### config.mk
export PLATFORM = sky130hd
export DESIGN_NAME = hold_to_confirm_counter
export DESIGN_NICKNAME = d
export VERILOG_FILES = /design/src/sv/hcc_pkg.sv /design/src/sv/hcc_ctrl.sv /design/src/sv/hcc_dp.sv /design/src/sv/hold_to_confirm_counter.sv
export SDC_FILE = /design/constraint.sdc
export NUM_CORES = 1
export LEC_CHECK = 0
export BUFFER_PORTS_ARGS = -buffer_cell sky130_fd_sc_hd__buf_2
export CAP_MARGIN = 20
export CORE_MARGIN = 2
export CORE_UTILIZATION = 61
export DETAILED_ROUTE_END_ITERATION = 10
export PLACE_DENSITY = 0.8
export SETUP_SLACK_MARGIN = 0.02
export SLEW_MARGIN = 20
export SYNTH_ARGS = -nofsm -noshare
export SYNTH_HDL_FRONTEND = slang
export SYNTH_HIERARCHICAL = 1
export SYNTH_SLANG_ARGS = --single-unit
### constraint.sdc
create_clock -name clk_i -period 6.7 [get_ports clk_i]
set_clock_uncertainty 0.2 [all_clocks]
set_input_delay 1.005 -clock clk_i [delete_from_list [all_inputs] [get_ports clk_i]]
set_output_delay 1.005 -clock clk_i [all_outputs]
set_load 0.01 [all_outputs]
### src/sv/hcc_pkg.sv
// Shared types, constants and register indexes of the hold-to-confirm counter.
package hcc_pkg;

  // Default sizes of the tick counters and of the bounded counter.
  localparam int unsigned DEF_TIME_WIDTH  = 16;
  localparam int unsigned DEF_COUNT_WIDTH = 8;

  // Fixed widths of the configuration registers and of the result fields.
  localparam int unsigned CFG_TIME_W = 16;
  localparam int unsigned CFG_CNT_W  = 8;
  localparam int unsigned CFG_DATA_W = 16;
  localparam int unsigned CFG_IDX_W  = 2;
  localparam int unsigned COUNT_OUT_W = 8;

  // Progress is Q8: eight fraction bits, one quotient bit per divider step.
  localparam int unsigned Q8_FRAC   = 8;
  localparam int unsigned PROG_W    = Q8_FRAC + 1;
  localparam int unsigned DIV_STEPS = Q8_FRAC;
  localparam int unsigned DIV_CNT_W = $clog2(DIV_STEPS);
  localparam logic [PROG_W-1:0] Q8_ONE = PROG_W'(1) << Q8_FRAC;

  // Register reset values.
  localparam logic [CFG_TIME_W-1:0] RST_DISPLAY_TIMEOUT = CFG_TIME_W'(3000);
  localparam logic [CFG_TIME_W-1:0] RST_HOLD_TIME       = CFG_TIME_W'(2000);
  localparam logic [CFG_CNT_W-1:0]  RST_MAX_COUNT       = CFG_CNT_W'(10);

  // Register indexes on the configuration port.
  localparam logic [CFG_IDX_W-1:0] REG_DISPLAY_TIMEOUT = 2'd0;
  localparam logic [CFG_IDX_W-1:0] REG_HOLD_TIME       = 2'd1;
  localparam logic [CFG_IDX_W-1:0] REG_MAX_COUNT       = 2'd2;

  typedef enum logic [1:0] {
    ST_IDLE,
    ST_DIV,
    ST_FIN
  } hcc_state_e;

  // Commands from the controller to the datapath.
  typedef struct packed {
    logic step_en;   // accept a tick: update state, seed the divider
    logic div_en;    // run one divider step
    logic out_load;  // move the finished result into the output register
  } hcc_cmd_t;

  // Status from the datapath to the controller.
  typedef struct packed {
    logic div_last;  // the divider step now running is the last one
  } hcc_stat_t;

  // Single-bit result fields of one tick.
  typedef struct packed {
    logic display_on;
    logic animate_leds;
    logic leds_off;
    logic started_led;
    logic completed_led;
    logic sweep_on;
    logic tone_stop;
    logic confirm_beep;
    logic refresh_display;
    logic enter_error;
  } hcc_flags_t;

endpackage

### src/sv/hcc_ctrl.sv
// Controller state machine of the hold-to-confirm counter.
module hcc_ctrl
  import hcc_pkg::*;
(
  input  logic      clk_i,
  input  logic      rst_ni,
  input  logic      in_valid_i,
  output logic      in_stall_o,
  output logic      out_valid_o,
  input  logic      out_stall_i,
  input  hcc_stat_t stat_i,
  output hcc_cmd_t  cmd_o
);

  hcc_state_e state_q, state_d;
  logic       out_valid_q, out_valid_d;
  logic       accept;
  logic       out_free;

  assign in_stall_o  = (state_q != ST_IDLE);
  assign accept      = in_valid_i & ~in_stall_o;
  assign out_free    = ~out_valid_q | ~out_stall_i;
  assign out_valid_o = out_valid_q;

  always_comb begin
    state_d = state_q;
    case (state_q)
      ST_IDLE: begin
        if (accept) state_d = ST_DIV;
      end
      ST_DIV: begin
        if (stat_i.div_last) state_d = ST_FIN;
      end
      ST_FIN: begin
        if (out_free) state_d = ST_IDLE;
      end
      default: state_d = ST_IDLE;
    endcase
  end

  always_comb begin
    cmd_o = '0;
    case (state_q)
      ST_IDLE: cmd_o.step_en  = accept;
      ST_DIV:  cmd_o.div_en   = 1'b1;
      ST_FIN:  cmd_o.out_load = out_free;
      default: cmd_o = '0;
    endcase
  end

  always_comb begin
    out_valid_d = out_valid_q;
    if (cmd_o.out_load) begin
      out_valid_d = 1'b1;
    end else if (out_valid_q && !out_stall_i) begin
      out_valid_d = 1'b0;
    end
  end

  always_ff @(posedge clk_i or negedge rst_ni) begin
    if (!rst_ni) begin
      state_q     <= ST_IDLE;
      out_valid_q <= 1'b0;
    end else begin
      state_q     <= state_d;
      out_valid_q <= out_valid_d;
    end
  end

`ifndef NO_ASSERTIONS
  a_load_only_when_free: assert property (@(posedge clk_i) disable iff (!rst_ni)
    cmd_o.out_load |-> (!out_valid_q || !out_stall_i))
    else $error("result loaded over an untaken beat");

  a_busy_after_accept: assert property (@(posedge clk_i) disable iff (!rst_ni)
    accept |=> (in_stall_o && state_q == ST_DIV))
    else $error("input not stalled after an accepted beat");

  a_fin_after_last_step: assert property (@(posedge clk_i) disable iff (!rst_ni)
    (state_q == ST_FIN && $past(state_q) != ST_FIN) |-> $past(stat_i.div_last))
    else $error("finish reached before the divider ran out");

  a_valid_after_load: assert property (@(posedge clk_i) disable iff (!rst_ni)
    cmd_o.out_load |=> out_valid_o)
    else $error("loaded result not presented");
`endif

endmodule

### src/sv/hcc_dp.sv
// Datapath of the hold-to-confirm counter: state, tick update, progress divider, result register.
module hcc_dp
  import hcc_pkg::*;
#(
  parameter int unsigned TIME_WIDTH  = DEF_TIME_WIDTH,
  parameter int unsigned COUNT_WIDTH = DEF_COUNT_WIDTH
) (
  input  logic                   clk_i,
  input  logic                   rst_ni,
  input  hcc_cmd_t               cmd_i,
  output hcc_stat_t              stat_o,
  input  logic                   cfg_we_i,
  input  logic [CFG_IDX_W-1:0]   cfg_idx_i,
  input  logic [CFG_DATA_W-1:0]  cfg_data_i,
  input  logic                   device_pressed_i,
  input  logic                   device_edge_down_i,
  input  logic                   action_pressed_i,
  input  logic                   action_edge_down_i,
  input  logic                   action_edge_up_i,
  output hcc_flags_t             flags_o,
  output logic [PROG_W-1:0]      sweep_progress_o,
  output logic [COUNT_OUT_W-1:0] count_o
);

  localparam int unsigned TCMP_W = (TIME_WIDTH > CFG_TIME_W) ? TIME_WIDTH : CFG_TIME_W;
  localparam int unsigned CCMP_W = (COUNT_WIDTH > CFG_CNT_W) ? COUNT_WIDTH : CFG_CNT_W;
  localparam int unsigned CNT_EXT_W = (COUNT_WIDTH > COUNT_OUT_W) ? COUNT_WIDTH : COUNT_OUT_W;

  // Configuration registers.
  logic [CFG_TIME_W-1:0] display_timeout_q;
  logic [CFG_TIME_W-1:0] hold_time_q;
  logic [CFG_CNT_W-1:0]  max_count_q;

  // Architectural state.
  logic                   display_flag_q, display_flag_d;
  logic                   action_active_q, action_active_d;
  logic                   done_press_q, done_press_d;
  logic                   pend_inc_q, pend_inc_d;
  logic [COUNT_WIDTH-1:0] counter_q, counter_d;
  logic [TIME_WIDTH-1:0]  since_q, since_d;
  logic [TIME_WIDTH-1:0]  held_q, held_d;
  logic                   started_q, started_d;
  logic                   completed_q, completed_d;

  // Tick result waiting for the divider, and the divider itself.
  hcc_flags_t             pflags_q, pflags_d;
  logic                   pfull_q, pfull_d;
  logic [CFG_TIME_W:0]    rem_q, rem_d;
  logic [Q8_FRAC-1:0]     quo_q, quo_d;
  logic [DIV_CNT_W-1:0]   dcnt_q, dcnt_d;
  logic [CFG_TIME_W:0]    rem_shift;
  logic [TCMP_W-1:0]      held_ext;
  logic [CNT_EXT_W-1:0]   count_ext;

  // Output register.
  hcc_flags_t             oflags_q;
  logic [PROG_W-1:0]      oprog_q;
  logic [COUNT_OUT_W-1:0] ocount_q;

  always_ff @(posedge clk_i or negedge rst_ni) begin
    if (!rst_ni) begin
      display_timeout_q <= RST_DISPLAY_TIMEOUT;
      hold_time_q       <= RST_HOLD_TIME;
      max_count_q       <= RST_MAX_COUNT;
    end else if (cfg_we_i) begin
      case (cfg_idx_i)
        REG_DISPLAY_TIMEOUT: display_timeout_q <= cfg_data_i[CFG_TIME_W-1:0];
        REG_HOLD_TIME:       hold_time_q       <= cfg_data_i[CFG_TIME_W-1:0];
        REG_MAX_COUNT:       max_count_q       <= cfg_data_i[CFG_CNT_W-1:0];
        default:             ;
      endcase
    end
  end

  // One tick of the state update, in the order the button events resolve.
  always_comb begin
    logic             ge_hold;
    logic             may_inc;
    logic [TCMP_W-1:0] held_x;
    logic [TCMP_W-1:0] since_x;

    display_flag_d  = display_flag_q;
    action_active_d = action_active_q;
    done_press_d    = done_press_q;
    pend_inc_d      = pend_inc_q;
    counter_d       = counter_q;
    since_d         = since_q;
    held_d          = held_q;
    started_d       = started_q;
    completed_d     = completed_q;
    pflags_d        = '0;
    since_x         = '0;

    if (action_active_q && held_q != '1) held_d = held_q + 1'b1;

    if (device_pressed_i) begin
      since_d = '0;
      if (device_edge_down_i) begin
        display_flag_d        = 1'b1;
        pflags_d.animate_leds = 1'b1;
      end
      if (!done_press_q && action_edge_down_i) begin
        action_active_d = 1'b1;
        held_d          = '0;
        started_d       = 1'b1;
      end
    end else begin
      if (since_q != '1) since_d = since_q + 1'b1;
      since_x = TCMP_W'(since_d);
      if (since_x >= TCMP_W'(display_timeout_q)) begin
        display_flag_d    = 1'b0;
        pflags_d.leds_off = 1'b1;
      end
      if (action_active_q) begin
        action_active_d    = 1'b0;
        started_d          = 1'b0;
        completed_d        = 1'b0;
        pflags_d.tone_stop = 1'b1;
        pend_inc_d         = 1'b0;
      end
      done_press_d = 1'b0;
    end

    held_x  = TCMP_W'(held_d);
    ge_hold = (held_x >= TCMP_W'(hold_time_q));
    pfull_d = ge_hold;

    if (action_active_d) begin
      pflags_d.sweep_on = 1'b1;
      if (!action_pressed_i) begin
        action_active_d    = 1'b0;
        started_d          = 1'b0;
        completed_d        = 1'b0;
        pflags_d.tone_stop = 1'b1;
        pend_inc_d         = 1'b0;
      end
      if (ge_hold && !done_press_d) begin
        done_press_d          = 1'b1;
        pend_inc_d            = 1'b1;
        action_active_d       = 1'b0;
        started_d             = 1'b0;
        completed_d           = 1'b1;
        pflags_d.tone_stop    = 1'b1;
        pflags_d.confirm_beep = 1'b1;
      end
    end

    if (action_edge_up_i) begin
      completed_d        = 1'b0;
      pflags_d.tone_stop = 1'b1;
      action_active_d    = 1'b0;
      may_inc = (CCMP_W'(counter_q) < CCMP_W'(max_count_q)) && (counter_q != '1);
      if (pend_inc_d && may_inc) begin
        counter_d                = counter_q + 1'b1;
        pend_inc_d               = 1'b0;
        pflags_d.refresh_display = 1'b1;
      end
    end else begin
      may_inc = 1'b0;
    end

    if (display_flag_d && !pend_inc_d) pflags_d.refresh_display = 1'b1;

    pflags_d.display_on    = display_flag_d;
    pflags_d.started_led   = started_d;
    pflags_d.completed_led = completed_d;
    pflags_d.enter_error   = (CCMP_W'(counter_d) >= CCMP_W'(max_count_q)) && !device_pressed_i;
  end

  // Restoring division: floor(held * 256 / hold_time), one quotient bit per cycle.
  // It only matters when held < hold_time, so held fits the register width.
  assign rem_shift = {rem_q[CFG_TIME_W-1:0], 1'b0};
  assign held_ext  = TCMP_W'(held_d);
  assign count_ext = CNT_EXT_W'(counter_q);

  always_comb begin
    rem_d  = rem_q;
    quo_d  = quo_q;
    dcnt_d = dcnt_q;
    if (cmd_i.step_en) begin
      rem_d  = {1'b0, held_ext[CFG_TIME_W-1:0]};
      quo_d  = '0;
      dcnt_d = '0;
    end else if (cmd_i.div_en) begin
      dcnt_d = dcnt_q + 1'b1;
      if (rem_shift >= {1'b0, hold_time_q}) begin
        rem_d = rem_shift - {1'b0, hold_time_q};
        quo_d = {quo_q[Q8_FRAC-2:0], 1'b1};
      end else begin
        rem_d = rem_shift;
        quo_d = {quo_q[Q8_FRAC-2:0], 1'b0};
      end
    end
  end

  assign stat_o.div_last = (dcnt_q == DIV_CNT_W'(DIV_STEPS - 1));

  always_ff @(posedge clk_i or negedge rst_ni) begin
    if (!rst_ni) begin
      display_flag_q  <= 1'b0;
      action_active_q <= 1'b0;
      done_press_q    <= 1'b0;
      pend_inc_q      <= 1'b0;
      counter_q       <= '0;
      since_q         <= '0;
      held_q          <= '0;
      started_q       <= 1'b0;
      completed_q     <= 1'b0;
      dcnt_q          <= '0;
    end else begin
      if (cmd_i.step_en) begin
        display_flag_q  <= display_flag_d;
        action_active_q <= action_active_d;
        done_press_q    <= done_press_d;
        pend_inc_q      <= pend_inc_d;
        counter_q       <= counter_d;
        since_q         <= since_d;
        held_q          <= held_d;
        started_q       <= started_d;
        completed_q     <= completed_d;
      end
      dcnt_q <= dcnt_d;
    end
  end

  always_ff @(posedge clk_i) begin
    if (cmd_i.step_en) begin
      pflags_q <= pflags_d;
      pfull_q  <= pfull_d;
    end
    rem_q <= rem_d;
    quo_q <= quo_d;
    if (cmd_i.out_load) begin
      oflags_q <= pflags_q;
      ocount_q <= count_ext[COUNT_OUT_W-1:0];
      if (!pflags_q.sweep_on) begin
        oprog_q <= '0;
      end else if (pfull_q) begin
        oprog_q <= Q8_ONE;
      end else begin
        oprog_q <= {1'b0, quo_q};
      end
    end
  end

  assign flags_o          = oflags_q;
  assign sweep_progress_o = oprog_q;
  assign count_o          = ocount_q;

endmodule

### src/sv/hold_to_confirm_counter.sv
// Top level of the hold-to-confirm counter: controller, datapath and port mapping.
//
//  Channel | Handshake                    | Payload
//  --------+------------------------------+---------------------------------------------
//  input   | in_valid_i / in_stall_o      | device/action levels and edges, one tick
//  output  | out_valid_o / out_stall_i    | display, LED, tone flags, progress, count
//  config  | cfg_we_i                     | cfg_idx_i selects, cfg_data_i holds value
//
// Each input beat goes through the state update, then the restoring divider that forms
// the Q8 progress one bit per cycle, then the hand-over to the output register.
// Reset clears the control and tick state and loads the register defaults, but not the
// result, divider data or output registers; there is no clearing pass.
// A result waiting under out_stall_i does not block the next tick: its state update and
// division go ahead, and only the final hand-over waits for the output register.
module hold_to_confirm_counter
  import hcc_pkg::*;
#(
  parameter int unsigned TIME_WIDTH  = DEF_TIME_WIDTH,
  parameter int unsigned COUNT_WIDTH = DEF_COUNT_WIDTH
) (
  input  logic                   clk_i,
  input  logic                   rst_ni,
  input  logic                   cfg_we_i,
  input  logic [CFG_IDX_W-1:0]   cfg_idx_i,
  input  logic [CFG_DATA_W-1:0]  cfg_data_i,
  input  logic                   in_valid_i,
  output logic                   in_stall_o,
  input  logic                   device_pressed_i,
  input  logic                   device_edge_down_i,
  input  logic                   action_pressed_i,
  input  logic                   action_edge_down_i,
  input  logic                   action_edge_up_i,
  output logic                   out_valid_o,
  input  logic                   out_stall_i,
  output logic                   display_on_o,
  output logic                   animate_leds_o,
  output logic                   leds_off_o,
  output logic                   started_led_o,
  output logic                   completed_led_o,
  output logic                   sweep_on_o,
  output logic [PROG_W-1:0]      sweep_progress_o,
  output logic                   tone_stop_o,
  output logic                   confirm_beep_o,
  output logic                   refresh_display_o,
  output logic [COUNT_OUT_W-1:0] count_o,
  output logic                   enter_error_o
);

  hcc_cmd_t   cmd;
  hcc_stat_t  stat;
  hcc_flags_t flags;

  // The controller sequences accept, divide and hand-over.
  hcc_ctrl u_ctrl (
    .clk_i       (clk_i),
    .rst_ni      (rst_ni),
    .in_valid_i  (in_valid_i),
    .in_stall_o  (in_stall_o),
    .out_valid_o (out_valid_o),
    .out_stall_i (out_stall_i),
    .stat_i      (stat),
    .cmd_o       (cmd)
  );

  // The datapath holds the registers, the tick state and the divider.
  hcc_dp #(
    .TIME_WIDTH  (TIME_WIDTH),
    .COUNT_WIDTH (COUNT_WIDTH)
  ) u_dp (
    .clk_i              (clk_i),
    .rst_ni             (rst_ni),
    .cmd_i              (cmd),
    .stat_o             (stat),
    .cfg_we_i           (cfg_we_i),
    .cfg_idx_i          (cfg_idx_i),
    .cfg_data_i         (cfg_data_i),
    .device_pressed_i   (device_pressed_i),
    .device_edge_down_i (device_edge_down_i),
    .action_pressed_i   (action_pressed_i),
    .action_edge_down_i (action_edge_down_i),
    .action_edge_up_i   (action_edge_up_i),
    .flags_o            (flags),
    .sweep_progress_o   (sweep_progress_o),
    .count_o            (count_o)
  );

  // The single-bit result fields travel as one struct and fan out here.
  assign display_on_o      = flags.display_on;
  assign animate_leds_o    = flags.animate_leds;
  assign leds_off_o        = flags.leds_off;
  assign started_led_o     = flags.started_led;
  assign completed_led_o   = flags.completed_led;
  assign sweep_on_o        = flags.sweep_on;
  assign tone_stop_o       = flags.tone_stop;
  assign confirm_beep_o    = flags.confirm_beep;
  assign refresh_display_o = flags.refresh_display;
  assign enter_error_o     = flags.enter_error;

endmodule

Word-level counts from Yosys, hierarchy flattened
Index checks and enable logic that the tools add are counted.
{ "word_totals": {"register_bits": 154, "inputBits": 28, "output_inout_bits": 29, "elab_cells": 155} }
{ "op_classes": {"addsub": 5, "magnitude_cmp": 5, "eq_ne": 11, "mux": 64, "bitwise": 6, "n_reduce_logical": 23} }
{ "ops": {"columns": ["operator", "n"], "rows": [
  ["$mux W16", 9],
  ["$mux W1", 44],
  ["$add A16 B1 Y16 const B", 2],
  ["$ge A16 B16 Y1", 2],
  ["$ne A16 B16 Y1 const B", 2],
  ["$ge A17 B16 Y1", 1],
  ["$mux W8", 2],
  ["$sub A16 B16 Y16", 1],
  ["$mux W3", 3],
  ["$mux W9", 1],
  ["$add A8 B1 Y8 const B", 1],
  ["$ge A8 B8 Y1", 1],
  ["$logic_and A1 B1 Y1", 8],
  ["$lt A8 B8 Y1", 1],
  ["$mux W2", 4],
  ["$ne A8 B8 Y1 const B", 1],
  ["$pmux W2 S3", 1],
  ["$reduce_and A2 Y1", 3],
  ["$reduce_bool A2 Y1", 3],
  ["$logic_not A1 Y1", 5],
  ["$eq A2 B1 Y1 const B", 2],
  ["$eq A2 B2 Y1 const B", 2],
  ["$logic_not A2 Y1", 2],
  ["$ne A2 B1 Y1 const B", 2],
  ["other kinds (8)", 11]
]} }

Depth between registers and ports, before layout
Gate-level depths: netlist of run 1.
{ "depth": {"word_depth": 14, "mapped_depth": 22, "ltp_nobuf": 20} }

Cells and area by module
The synthesis of run 1 kept the hierarchy.
{ "by_module_without_submodules": {"columns": ["mod", "n_inst", "cells_per_inst", "area_each_um2", "seq_area_each_um2"], "rows": [
  ["hcc_dp", 1, 851, 8739.6, 4027.6],
  ["hcc_ctrl", 1, 16, 161.4, 75.1]
]} }

Least setup slack after synthesis of run 1
Ideal clock, no wire load.
{ "synth_path": {"path_type": "in2reg", "startpoint": "input device_pressed_i", "endpoint": "register u_dp/pflags_q[0] in the netlist's numbering (data pin)", "setup_ns": 0.266, "t_arrival_ns": 4.544, "required_time_ns": 6.234, "setup_slack_ns": 1.690, "cell_stages": 20, "path_buffers": 2, "cell_sequence": "nor2b_1 and2_1 clkbuf_1 nor2_1 ha_1 and4_4 a211o_1 or3_4 o211ai_2 a21boi_2 buf_2 xnor2_1 ha_1 nand2b_1 a21o_1 a21o_1 a21oi_1 o21ai_0 a21oi_1 nor2_1"} }
{ "synth_lines": {"columns": ["item", "line", "text"], "rows": [
  ["start: declaration", "hold_to_confirm_counter.sv:28", "input logic device_pressed_i,"],
  ["end signal: assignment", "hcc_dp.sv:228", "pflags_q <= pflags_d;"],
  ["end: declaration", "hcc_dp.sv:46", "hcc_flags_t pflags_q, pflags_d;"]
]} }

==> results of run 1 <==
worst max path at each step:
| stage | end |
|---|---|
| after CTS | u_dp/pflags_q[0]$_DFFE_PP_ |
| after detailed placement | u_dp/pflags_q[0]$_DFFE_PP_ |
| after floorplan | u_dp/pflags_q[0]$_DFFE_PP_ |
| final | u_dp/pflags_q[0]$_DFFE_PP_ |
| after global routing | u_dp/pflags_q[0]$_DFFE_PP_ |
| after global placement | u_dp/pflags_q[0]$_DFFE_PP_ |
logic make-up after synthesis:
| family | share of synthesized area |
|---|---|
| adders and majority gates | 0.09784 |
| DFF | 0.4609 |
| and+or+nand+nor | 0.1448 |
| muxes | 0.06354 |
| buffers and inverters | 0.04217 |
| AOI/OAI and AO/OA | 0.1406 |
| xor gates and xnor gates | 0.05018 |
power by group through the flow:
stage               combinational [mW]  clock [mW]  sequential [mW]
CTS                               1.50       0.934             1.45
detailed placement                1.47           0             1.47
global route                      1.69       0.977             1.49
floorplan                         1.18           0             1.41
finish                            1.52       0.924             1.46
global placement                  1.42           0             1.45
metal layers:
metal	routed length [um]	global-route usage	vias up
met1	8669	0.3431	3241
met3	1163	0.04897	35
li1	-	-	3231
met5	0	0	-
met4	387	0.08923	0
met2	8995	0.4105	221
state kept, by name (all words and copies together) (netlist names), 2 cells and up:
name and cells:
u_dp/sweep_progress_o 9, u_dp/held_q 16, u_dp/rem_q 16, u_dp/display_timeout_q 16, u_ctrl/state_q 2, u_dp/pflags_q 10, u_dp/count_ext 8, u_dp/dcnt_q 3
u_dp/max_count_q 8, u_dp/hold_time_q 16, u_dp/flags_o 10, u_dp/since_q 16, u_dp/quo_q 8, u_dp/count_o 8
layout by cell type (no fill, tap or decap), drive strengths merged, types with 7 or more instances in the layout:
cell / netlist / layout
edfxtp: 54 / 54
o21ai: 55 / 55
a211oi: 11 / 11
dfrtp: 77 / 77
xnor2: 39 / 39
o22ai: 7 / 7
nand2b: 10 / 10
dfstp: 15 / 15
buf: 9 / 64
clkinv: 1 / 7
and2: 14 / 14
nand3: 31 / 31
nand4: 9 / 9
a21o: 13 / 13
o311ai: 9 / 9
mux2: 33 / 33
inv: 66 / 73
dfxtp: 8 / 8
nor2b: 7 / 7
and3: 9 / 9
nor2: 67 / 67
nor3: 14 / 14
a21oi: 37 / 37
xor2: 12 / 12
nand2: 67 / 67
ha: 68 / 68
clkbuf: 20 / 17
mux2i: 19 / 19
per-stage QoR:
step / util / setup slack [ns] / instances / total power [mW]
final: 0.6910 / 1.289 / 1118 / 3.897
after global routing: 0.6910 / 0.9977 / 1118 / 4.159
after CTS: 0.6910 / 1.349 / 1118 / 3.886
after detailed placement: 0.6517 / 0.9201 / 1086 / 2.936
after global placement: 0.6517 / 1.013 / 1086 / 2.880
after floorplan: - / 1.690 / 867 / 2.595
cell type report:
| class | count | area [um2] |
|---|---|---|
| Inverter | 67 | 251.5 |
| Multi-Input combinational cell | 617 | 4437 |
| Sequential cell | 154 | 4103 |
| Clock buffer | 17 | 425.4 |
| Clock inverter | 15 | 138.9 |
| Tap cell | 184 | 230.2 |
| Fill cell | 1027 | 4441 |
| Timing Repair Buffer | 64 | 342.8 |
worst max-delay path, stage by stage:
cell,delay [ns]
buf_2,0.38
nor2b_1,0.26
and2_1,0.63
nor2_1,0.15
ha_1,0.33
and4_4,0.21
a211o_1,0.29
or3_4,0.39
o211ai_2,0.27
a21boi_2,0.13
xnor2_1,0.15
ha_1,0.27
nand2b_1,0.14
a21o_1,0.18
a21o_1,0.17
a21oi_1,0.13
o21ai_0,0.10
a21oi_1,0.15
nor2_1,0.05
==> results.ini, run 1 <==
[logic_synthesis]
synth_flop_cell = dfrtp_1
ys_async_sr_fraction = 0.5974
yosysWarnings = 6
synth_seq_cells = 154
syn_inst = 867
syn_nets = 964
synth_top_area_frac = 0.2165
yosysTopAreaCell = dfrtp_1
syn_avg_cell_area_um2 = 10.27
synth_seq_area_share = 0.4609
ys_types = 81
synth-edff-count = 54
synth_most_common_cell = dfrtp_1
syn-cell-area_mm2 = 0.008901
synthTopCellsByCount = 77 x dfrtp_1, 68 x ha_1, 67 x nand2_1
ys_top_cells_by_area = dfrtp_1 22%, edfxtp_1 18%, ha_1 9.6%

[layout]
drive_gt1_frac = 0.1809
syn_to_final_growth_pct = 11.54
nets = 1018
final_cell_area_mm2 = 0.009928
num_antenna_cells = 0

[clocking]
cts_setup_buffers = 0
cts_hold_buf = 0
clkTransAtPathRegs_ns = 0.06
cts_tree = yes
cts_max_path_buffers = 2
cts_resized = 0
clock_sinks = 154
clock_latency_ns = 0.43
cts_max_level = 4
numCtsBuffers = 17
ctsRootBufferMaster = clkbuf_16

[timing]
tns_ns = 0
period_minus_slack_ns = 5.411
holdWs_ns = 0.2164
rsz0062_at_grt = false
slew_headroom = 0.3234
hold_violations = 0
final.period_utilization = 0.8076
slew_violations = 0
timing.final.setup_violations = 0
clock.fmax_mhz = 184.8
tightest_slew_ns = 1.012

[global_route]
grt_pass1_vias = 6334
grt_antenna_before_repair = 0
grt_first_pass_wirelength_mm = 31.72
grt_max_degree = 68
grt_overflow = 0
grtUsageTotal = 0.2534

[floorplan]
die_h_um = 124.8
core.rowCount = 44
coreArea_mm2 = 0.01437
die-area_mm2 = 0.01557
die_w_um = 124.8
io_pins = 57
initial_utilization = 0.6195

[setup_path]
startpoint = device_pressed_i
reg2regPathDepth = 20
critPathKind = primary input to register
cp.arrival_ns = 5.38
start_kind = primary input
r2r-start = u_dp/held_q[1]$_DFFE_PN0P_
worstPathMaxFanout = 25
cp-end-kind = register
r2r_setup_slack_ns = 1.56
r2r_end = u_dp/pflags_q[0]$_DFFE_PP_
worstPathRequired_ns = 6.67

[power_and_ir_drop]
seq_power_share = 0.374
p_per_area_mw_per_mm2 = 392.5
peakVddDrop_v = 0.0002070
p_leak_nw = 4.398
p_sw_mw = 1.445
clockPowerShare = 0.237
intPower_mw = 2.452
pwr-share-comb = 0.389
p_sw_frac = 0.3708

[detailed_routing]
ant_nets = 0
vias = 6728
drcViolationCount = 0
routed_wl_mm = 19.22
drt_first_iter_violations = 679
routed_via_density = 6.018
wl_per_cell_um = 17.19
dr.pass1.iters = 8

[hold_path]
hp-start = u_dp/pflags_q[8]$_SDFFCE_PN0P_
hold_class = register to register
holdPathEnd = u_dp/flags_o[8]$_DFFE_PP_
min_delay_path_depth = 0

[place]
port-buffer-count = 56
placed_area_mm2 = 0.009364
dp.final_hpwl_mm = 13.77
place.gp.congestion = 0.9158

[flow_run]
maxCapViolCount = 0

[run_status]
status = completed

Note: power is estimated with default switching activity, not from simulation.
==> inputs of run 2 (changes only) <==
Settings changed: CORE_UTILIZATION 61 to 56, PLACE_DENSITY 0.8 to 0.77.
Clock period 6.7 ns to 4.6 ns, I/O delays scaled along.
==> run 2 against run 1 <==
  * The flow now finishes with violations (negative setup slack)
  * First-iteration DRC count shrank 23%
  * Routed wire length grew 3.1%
  * Sequential share of layout area shrank 1.2 points
  * Critical endpoint unchanged
  * Largest cell class unchanged
  * Highest routed layer unchanged
==> results.ini, run 2 (synthesized netlist as in run 1, its figures left out) <==
[run_status]
status = complete, but fails checks  ; was completed
violations = negative setup slack

[setup_path]
reg2regPathDepth = 19  ; was 20
path_cells = nand4_1 -> or4_4 -> o211ai_1 -> xnor2_1 -> nor2_1 -> ha_1 -> and4_4 -> a211o_1 -> or3_4 -> o211ai_2 -> a21boi_2 -> mux2_2 -> ha_1 -> a21o_1 -> a21o_1 -> a21oi_2 -> o21ai_1 -> a21oi_1 -> nor2_1  ; was buf_2 -> nor2b_1 -> and2_1 -> nor2_1 -> ha_1 -> and4_4 -> a211o_1 -> or3_4 -> o211ai_2 -> a21boi_2 -> xnor2_1 -> ha_1 -> nand2b_1 -> a21o_1 -> a21o_1 -> a21oi_1 -> o21ai_0 -> a21oi_1 -> nor2_1
crit_slowest_cell = or4_4  ; was and2_1
r2r_setup_slack_ns = -0.1  ; was 1.56 ns
r2r_end = u_dp/pflags_q[0]$_DFFE_PP_  ; unchanged
cpPeakStageDelay_ns = 0.56  ; was 0.63 ns
cp-end-kind = register  ; unchanged
worstPathMaxFanout = 5  ; was 25
start_kind = register  ; was primary input
critPathKind = register to register  ; was primary input to register
r2r-start = u_dp/held_q[7]$_DFFE_PN0P_  ; was u_dp/held_q[1]$_DFFE_PN0P_
cp.arrival_ns = 4.68  ; was 5.38 ns
worstPathRequired_ns = 4.58  ; was 6.67 ns

[floorplan]
die-area_mm2 = 0.01692  ; was 0.01557 mm2
die_h_um = 130.1  ; was 124.8 um
initial_utilization = 0.5665  ; was 0.6195
coreArea_mm2 = 0.01571  ; was 0.01437 mm2
io_pins = 57  ; unchanged
die_w_um = 130.1  ; was 124.8 um
core.rowCount = 46  ; was 44

[layout]
num-fill-cells = 1253  ; was 1027
final_cells = 1184  ; was 1118
nets = 1052  ; was 1018
drive_gt1_frac = 0.2107  ; was 0.1809
syn_to_final_growth_pct = 14.86  ; was 11.54%
layout_commonest_cell = dfrtp_1  ; unchanged
num_antenna_cells = 0  ; unchanged
layout_common_cells = 77 x dfrtp_1, 68 x ha_1, 67 x nand2_1  ; unchanged

[detailed_routing]
wl_met2_mm = 9.088  ; was 8.995 mm
drt_first_iter_violations = 521  ; was 679
vias = 6806  ; was 6728
wl_per_cell_um = 16.74  ; was 17.19 um
drcViolationCount = 0  ; unchanged
dr.pass1.iters = 8  ; unchanged
wirelength_met1_mm = 9.047  ; was 8.669 mm
wl_met3_mm = 1.248  ; was 1.163 mm
routed_wl_mm = 19.82  ; was 19.22 mm
ant_nets = 0  ; unchanged
top_layer = met4  ; unchanged
routed_via_density = 5.748  ; was 6.018

[timing]
final.period_utilization = 1.021
tightest_slew_ns = 1.017  ; was 1.012 ns
period_minus_slack_ns = 4.697
clock.fmax_mhz = 212.9
holdWs_ns = 0.1125  ; was 0.2164 ns
timing.final.setup_violations = 1  ; was 0
hold_violations = 0  ; unchanged
finalWorstSetupSlack_ns = -0.09744  ; was 1.289 ns
slew_headroom = 0.3202  ; was 0.3234
slew_violations = 0  ; unchanged
rsz0062_at_grt = true  ; was false

[power_and_ir_drop]
intPower_mw = 3.624  ; was 2.452 mW
p_sw_frac = 0.3710  ; was 0.3708
seq_power_share = 0.361  ; was 0.374
total_power_mw = 5.762  ; was 3.897 mW
p_sw_mw = 2.137  ; was 1.445 mW
peakVddDrop_v = 0.0003410  ; was 0.0002070 V
clockPowerShare = 0.232  ; was 0.237
pwr-share-comb = 0.407  ; was 0.389
p_leak_nw = 4.568  ; was 4.398 nW
p_per_area_mw_per_mm2 = 563.6  ; was 392.5 mW/mm2

[global_route]
grt_overflow = 0  ; unchanged
grt_first_pass_wirelength_mm = 32.51  ; was 31.72 mm
grtUsageTotal = 0.2489  ; was 0.2534
grt_max_degree = 60  ; was 68
grt_antenna_before_repair = 0  ; unchanged
grt_pass1_vias = 6549  ; was 6334

[clocking]
cts_max_path_buffers = 2  ; unchanged
cts_tree = yes  ; unchanged
clkTransAtPathRegs_ns = 0.06  ; about the same
cts_hold_buf = 0  ; unchanged
ctsRootBufferMaster = clkbuf_16  ; unchanged
clock_sinks = 154  ; unchanged
cts_setup_buffers = 0  ; unchanged
cts_max_level = 4  ; unchanged
clock_latency_ns = 0.43  ; about the same
numCtsBuffers = 17  ; unchanged

[place]
port-buffer-count = 56  ; unchanged
place.gp.congestion = 0.9055  ; was 0.9158
dp.final_hpwl_mm = 14.51  ; was 13.77 mm
dp.cells = 1152  ; was 1086

[hold_path]
hold_class = primary input to asynchronous set/reset pin  ; was register to register

[flow_run]
maxCapViolCount = 0  ; unchanged

## run 2: repair_timing
action	4_1_cts	5_1_grt
pin swaps	1	0
resized for setup	1	0
endpoints found under the setup margin	1	1
## run 2: worst max path at each step
stage                                    start  slack, ns                          to  cells after the start
global route        u_dp/held_q[7]$_DFFE_PN0P_      -0.33  u_dp/pflags_q[0]$_DFFE_PP_                     19
global placement    u_dp/held_q[7]$_DFFE_PN0P_      0.009  u_dp/pflags_q[0]$_DFFE_PP_                     19
CTS                 u_dp/held_q[7]$_DFFE_PN0P_      -0.07  u_dp/pflags_q[0]$_DFFE_PP_                     19
floorplan           u_dp/held_q[4]$_DFFE_PN0P_       0.03  u_dp/pflags_q[0]$_DFFE_PP_                     21
finish              u_dp/held_q[7]$_DFFE_PN0P_       -0.1  u_dp/pflags_q[0]$_DFFE_PP_                     19
detailed placement  u_dp/held_q[7]$_DFFE_PN0P_      -0.05  u_dp/pflags_q[0]$_DFFE_PP_                     19
## run 2: metal layers
layer	vias up	global-route usage
met1	3245	0.3357
met5	-	0
met4	0	0.09298
met2	232	0.3998
met3	37	0.05084
li1	3292	-
## run 2: worst max-delay path: cells and delay by family, from the launching register on
family | cells | cell delay (ns)
DFF | 1 | 0.35
AOI/OAI and AO/OA | 9 | 1.49
and+or+nand+nor | 6 | 1.38
adders and majority gates | 2 | 0.58
xor gates and xnor gates | 1 | 0.14
muxes | 1 | 0.29
## run 2: area by class of cell
| cell class | instances | area [um2] | area share |
|---|---|---|---|
| clock inverters | 14 | 110.1 | 0.01077 |
| inverters | 67 | 251.5 | 0.02460 |
| repair buffers | 98 | 598.1 | 0.05850 |
| multi-input cells | 617 | 4441 | 0.4343 |
| clock buffers | 18 | 450.4 | 0.04406 |
| well taps | 216 | 270.3 | 0.02643 |
| flip-flops and latches | 154 | 4103 | 0.4013 |
## run 2: power groups by stage
stage / registers (mW) / logic (mW) / clock network, mW
after global routing: 2.12 / 2.61 / 1.42
after CTS: 2.08 / 2.32 / 1.36
after floorplan: 2.06 / 1.72 / 0
after detailed placement: 2.10 / 2.29 / 0
final: 2.08 / 2.34 / 1.34
after global placement: 2.09 / 2.22 / 0
## run 2: per-stage QoR
| stage | utilization | setup WS (ns) | TNS, ns | cell area, um2 |
|---|---|---|---|---|
| floorplan | - | 0.02626 | 0 | 8907 |
| global placement | 0.6147 | 0.008966 | 0 | 9659 |
| detailed placement | 0.6147 | -0.04580 | -0.04580 | 9659 |
| CTS | 0.6507 | -0.07286 | -0.07286 | 10220 |
| global route | 0.6507 | -0.3306 | -0.3306 | 10220 |
| finish | 0.6507 | -0.09744 | -0.09744 | 10220 |
